**src/rtl/igpm_sqrt.sv**
```systemverilog
// Pipelined integer square root, floor, with one root bit per stage.
module igpm_sqrt #(
    parameter int XW = 64,
    parameter int TW = 8
) (
    input  logic            clk,
    input  logic            rst_n,
    input  logic            en_i,
    input  logic            vld_i,
    input  logic [XW-1:0]   x_i,
    input  logic [TW-1:0]   tag_i,
    output logic            vld_o,
    output logic [XW/2-1:0] root_o,
    output logic [TW-1:0]   tag_o
);

    localparam int HW = XW / 2;
    localparam int RW = HW + 2;

    logic [RW-1:0] rem_reg  [0:HW];
    logic [HW-1:0] root_reg [0:HW];
    logic [XW-1:0] xs_reg   [0:HW];
    logic [TW-1:0] tag_reg  [0:HW];
    logic          vld_reg  [0:HW];

    logic [RW-1:0] rem_next  [1:HW];
    logic [HW-1:0] root_next [1:HW];
    logic [XW-1:0] xs_next   [1:HW];

    always_comb begin
        logic [RW+1:0] rem_sh;
        logic [RW+1:0] trial;
        logic          rbit;
        for (int k = 1; k <= HW; k++) begin
            rem_sh       = {rem_reg[k-1], xs_reg[k-1][XW-1 -: 2]};
            trial        = (RW+2)'({root_reg[k-1], 2'b01});
            rbit         = (rem_sh >= trial);
            rem_next[k]  = rbit ? RW'(rem_sh - trial) : RW'(rem_sh);
            root_next[k] = {root_reg[k-1][HW-2:0], rbit};
            xs_next[k]   = xs_reg[k-1] << 2;
        end
    end

    always_ff @(posedge clk) begin
        if (!rst_n) begin
            for (int k = 0; k <= HW; k++) begin
                vld_reg[k] <= 1'b0;
            end
        end else if (en_i) begin
            vld_reg[0] <= vld_i;
            for (int k = 1; k <= HW; k++) begin
                vld_reg[k] <= vld_reg[k-1];
            end
        end
    end

    always_ff @(posedge clk) begin
        if (en_i) begin
            rem_reg[0]  <= '0;
            root_reg[0] <= '0;
            xs_reg[0]   <= x_i;
            tag_reg[0]  <= tag_i;
            for (int k = 1; k <= HW; k++) begin
                rem_reg[k]  <= rem_next[k];
                root_reg[k] <= root_next[k];
                xs_reg[k]   <= xs_next[k];
                tag_reg[k]  <= tag_reg[k-1];
            end
        end
    end

    assign vld_o  = vld_reg[HW];
    assign root_o = root_reg[HW];
    assign tag_o  = tag_reg[HW];

endmodule

```
**config.mk**
```make
export PLATFORM = sky130hd
export DESIGN_NAME = igpm_sqrt
export DESIGN_NICKNAME = d
export VERILOG_FILES = /design/src/rtl/igpm_sqrt.sv
export SDC_FILE = /design/constraint.sdc
export NUM_CORES = 2
export LEC_CHECK = 0
export BUFFER_PORTS_ARGS = -buffer_cell sky130_fd_sc_hd__buf_2
export CAP_MARGIN = 20
export CELL_PAD_IN_SITES_DETAIL_PLACEMENT = 1
export CELL_PAD_IN_SITES_GLOBAL_PLACEMENT = 1
export CORE_MARGIN = 2
export CORE_UTILIZATION = 55
export CTS_BUF_LIST = sky130_fd_sc_hd__clkbuf_4
export DETAILED_ROUTE_END_ITERATION = 16
export PLACE_DENSITY_LB_ADDON = 0.1
export SYNTH_ARGS = -nofsm -noshare
export SYNTH_HDL_FRONTEND = slang
export SYNTH_MEMORY_MAX_BITS = 65536
export SYNTH_SLANG_ARGS = --single-unit
```
**constraint.sdc**
```tcl
create_clock -name clk -period 3.95 [get_ports clk]
set_clock_uncertainty 0.2 [all_clocks]
set_input_delay 0.1975 -clock clk [delete_from_list [all_inputs] [get_ports clk]]
set_output_delay 0.1975 -clock clk [all_outputs]
set_load 0.005 [all_outputs]
```
* Word-level counts from Yosys, hierarchy flattened
Memory sizes are Yosys's and may differ from the RTL's.
Index checks and enable logic that the tools add are counted.
** Word-level totals
- Flip-flop bits (word level) :: 0
- Latch bits :: 0
- Bits in writable memories :: 4587
- Memory bits (read-only) :: 0
- Bits of input ports :: 76
- Word-level logic and storage cells :: 172
- Memories kept :: 5
** Memories
- xs_reg :: depth 33, bits a word 64, rd ports 32, clocked after memory_dff 0, write ports 33, RTL line 22 : logic [XW-1:0] xs_reg [0:HW];
- rem_reg :: depth 33, bits a word 34, rd ports 32, clocked after memory_dff 0, write ports 33, RTL line 20 : logic [RW-1:0] rem_reg [0:HW];
- root_reg :: depth 33, bits a word 32, rd ports 33, clocked after memory_dff 0, write ports 33, RTL line 21 : logic [HW-1:0] root_reg [0:HW];
- tag_reg :: depth 33, bits a word 8, rd ports 33, clocked after memory_dff 0, write ports 33, RTL line 23 : logic [TW-1:0] tag_reg [0:HW];
- vld_reg :: depth 33, bits a word 1, rd ports 33, clocked after memory_dff 0, write ports 33, RTL line 24 : logic vld_reg [0:HW];
** Cells by class
- Add/subtract/negate cells :: 32
- Multiply operators :: 0
- Divide/modulo/power cells :: 0
- Magnitude comparators :: 32
- Eq/ne operators :: 0
- Shifts and indexed selects :: 0
- Mux-type cells :: 70
- Bitwise gates (word level) :: 33
- Reduce and logical (&&, ||, !) cells :: 0
** Operator list (count)
- $ge A36 B34 Y1 :: 32
- $mux W34 :: 32
- $sub A34 B34 Y34 :: 32
- $mux W1 :: 38
- $or A1 B1 Y1 :: 33

* Depth between registers and ports, before layout
- Word-level depth :: 4
- Mapped depth :: 14
- Gate-level depth less buffers :: 13

* Worst setup path before layout
Ideal clock, no wire load.
- Kind :: register -> register
- From :: mem rem_reg[0][783] (netlist bit)
- To :: mem rem_reg[0][820] (netlist bit) (data pin)
- Arrival :: 3.028 ns
- Required time :: 3.490 ns
- Setup slack :: 0.462 ns
- Stages on the path, launching flop included :: 10
- Buffers on the path :: 1
- Period minus slack after synthesis :: 3.488 ns
- Cells stage by stage :: edfxtp_1 > ha_1 > o21ai_0 > a21oi_1 > o31a_1 > o41ai_1 > a31oi_1 > a211oi_1 > buf_2 > mux2_2
** RTL lines (RTL line)
- start, declared :: 20

==> results.cfg <==
[run_status]
status = finished, final reports clean

[synth]
yosysWarnings = 0
synth_ff_type = edfxtp_1
avgSynthCellArea_um2 = 13.6
ys_seq_area_frac = 0.674
synth_top_area_frac = 0.674
synth.cell_area_mm2 = 0.129
synth.most_common_cell = edfxtp_1
synth_common_cells = edfxtp_1 (2884), inv_1 (702), nand2_1 (646), a21oi_1 (608), nor2_1 (573)
syn_inst = 9481
synth.area.top_cells = edfxtp_1 (67%), ha_1 (5.5%), xnor2_1 (2.9%)
postSynth.asyncResetShare = 0
ys_types = 99
synth_largest_area_cell = edfxtp_1
syn_nets = 10100
synth_edf_count = 2884
ys_ff_latch = 2884

[sta]
finalCriticalPeriod_ps = 3830
rsz0062_at_grt = false
setup_violations = 0
relSlewSlack = 0.348
fmax_mhz = 261
drv_slew = 0
hold_viol = 0
worst_slew_pin_slew_ps = 953
fin_crit_sh = 0.971

[floorplanning]
initial_core_util = 0.553
row_count = 177
die_h_um = 487
die-area_mm2 = 0.238
num_io_pins = 117
chipWidth_um = 487
core_area_mm2 = 0.233

[clock_tree]
htreeDepth = 6
cts-buffers-inserted = 738
insertion_delay_ps = 1430
clk_path_buf_depth = 4
cts.sinks = 2884
cts-root-buf = clkbuf_4
clk_pin_slew_ps = 70
tritoncts = yes

[route]
vias_per_cell = 5.69
dr.pass1.iters = 6
routed_wl_mm = 321
highest_layer = met4
drc = 0
wl_met3_mm = 11.3
routedWlPerCell_um = 22.6
first_iter_violations = 5294
ant_nets = 0
wl_met2_mm = 170
wl_met1_mm = 129
num_vias = 80900

[worst_setup_path]
rrSetupSlack_ps = 120
cp.arrival_ps = 4740
cpMaxStageDelayCell = a21boi_0
cp-end-kind = flip-flop
path_cells = inv_1 -> ha_1 -> o21a_1 -> o31a_1 -> o221ai_1 -> a21boi_0 -> a21oi_1 -> o21ai_0 -> a21oi_1 -> xor2_1 -> a21oi_1
required_ps = 4860
cpPeakStageDelay_ps = 510
crit_fanout = 6
worstSetupPathType = flip-flop to flip-flop
critPathLaunchType = flip-flop
crit_top_cell = a21oi_1

[global_routing]
grt_pass1_vias = 88100
grt_pass1_wl_mm = 500
grt_antenna_before_repair = 4
overflow = 0
grt_max_degree = 158
track_usage = 0.270

[placement]
gp_congestion = 0.903
dp.cells = 12700
port_buffers = 116
hpwl_mm = 213

[layout]
largest_reg_flops = 1056
stdcell_count = 14200
drive_above_1_share = 0.147
nNetsFinal = 11300
syn2layout_area_growth_pct = 13.8
final_core_util = 0.629

[power_and_ir_drop]
powerDensity_mw_per_mm2 = 569
power_leakage_nw = 56.7
ir_worst_vdd_uv = 412

[run]
drv_cap = 0

[min_path]
hp-class = flip-flop to flip-flop
==> final cells by class <==
cell class,count,area (um2)
Sequential cell,2884,86600
Inverter,707,2660
Fill cell,22600,86300
Timing Repair Buffer,564,5040
Tap cell,3043,3810
Clock buffer,1032,7750
Multi-Input combinational cell,5721,38900
Clock inverter,260,1470
Antenna cell,8,20.0
==> cell usage in the layout, fill, tap and decap left out, drive strengths merged, types with 18 or more instances in the layout <==
cell type / synthesis / layout
nor2b: 74 / 74
clkbuf: 146 / 1032
ha: 562 / 562
dlygate4sd3: 0 / 224
nand2b: 131 / 131
nand3b: 25 / 25
o31ai: 50 / 50
nor4: 115 / 115
edfxtp: 2884 / 2884
and2: 27 / 27
nor2: 574 / 574
or2: 34 / 34
a31oi: 38 / 38
nor3b: 18 / 18
o21a: 88 / 88
nand3: 141 / 141
nand4: 86 / 86
o21ai: 486 / 486
o21bai: 56 / 56
and3: 85 / 85
inv: 705 / 723
nand2: 646 / 646
xnor2: 432 / 432
or4: 55 / 55
xor2: 428 / 428
a211oi: 52 / 52
a21o: 215 / 215
buf: 23 / 340
nor3: 224 / 224
a21oi: 608 / 608
or3: 83 / 83
mux2: 68 / 68
o211ai: 35 / 35
clkinv: 2 / 222
==> stage by stage <==
stage | hold WS [ps] | area (um2) | power [mW] | worst slack [ps] | TNS (ps)
3_3_place_gp | 174 | 135000 | 56.9 | -507 | -2150
2_1_floorplan | 96.4 | 129000 | 51.3 | 462 | 0
5_1_grt | 166 | 146000 | 87.5 | 0.0977 | 0
6_report | 171 | 146000 | 83.3 | 116 | 0
4_1_cts | 159 | 146000 | 83.4 | 9.26 | 0
3_5_place_dp | 176 | 135000 | 57.6 | -524 | -2170
==> worst max-delay path: cells and delay by family (launching register included) <==
kind / cells / cell delay [ps]
AOI/OAI and AO/OA: 8 / 2280
xor gates and xnor gates: 1 / 190
adders and majority gates: 1 / 380
buffers and inverters: 1 / 70
DFF: 1 / 440
==> cells by family (layout without fill, tap and decap cells) <==
logic type,after synthesis,after routing,synth area share
XOR/XNOR,860,860,0.0586
other,1,9,0.0000292
flip-flops,2884,2884,0.674
AO/OA/AOI/OAI,1841,1841,0.0885
adder cells (fa/ha/maj),562,562,0.0547
AND/OR/NAND/NOR,2375,2375,0.0913
buffers and inverters,876,2563,0.0258
multiplexers,82,82,0.00705
==> per-layer routing <==
layer  up-vias  GRT usage
li1      37900          -
met1     40400      0.319
met2      1812      0.491
met3       695     0.0416
met4         0      0.109
met5         -          0
==> power breakdown <==
group          total (mW)  internal, mW  switching [mW]
logic                16.6          6.86            9.77
clock network        25.8          12.9            12.9
registers            40.9          38.3            2.58
==> timing repair <==
action                     4_1_cts  5_1_grt
hold endpoints to repair      2989        0
hold buffers                   225        0
pin swaps                        2        1
setup buffers                    1        2
setup endpoints to repair       18      106
resized for setup                5       33
==> final timing paths <==
check                        from               to  depth (start not counted)
setup / recovery  root_reg[27][1]  rem_reg[0][976]                         11
hold / removal    xs_reg[0][1268]  xs_reg[0][1334]                          0
setup reg to reg  root_reg[27][1]  rem_reg[0][976]                         11
hold reg to reg   xs_reg[0][1268]  xs_reg[0][1334]                          0
No activity file was read; power rests on OpenSTA's default activity.
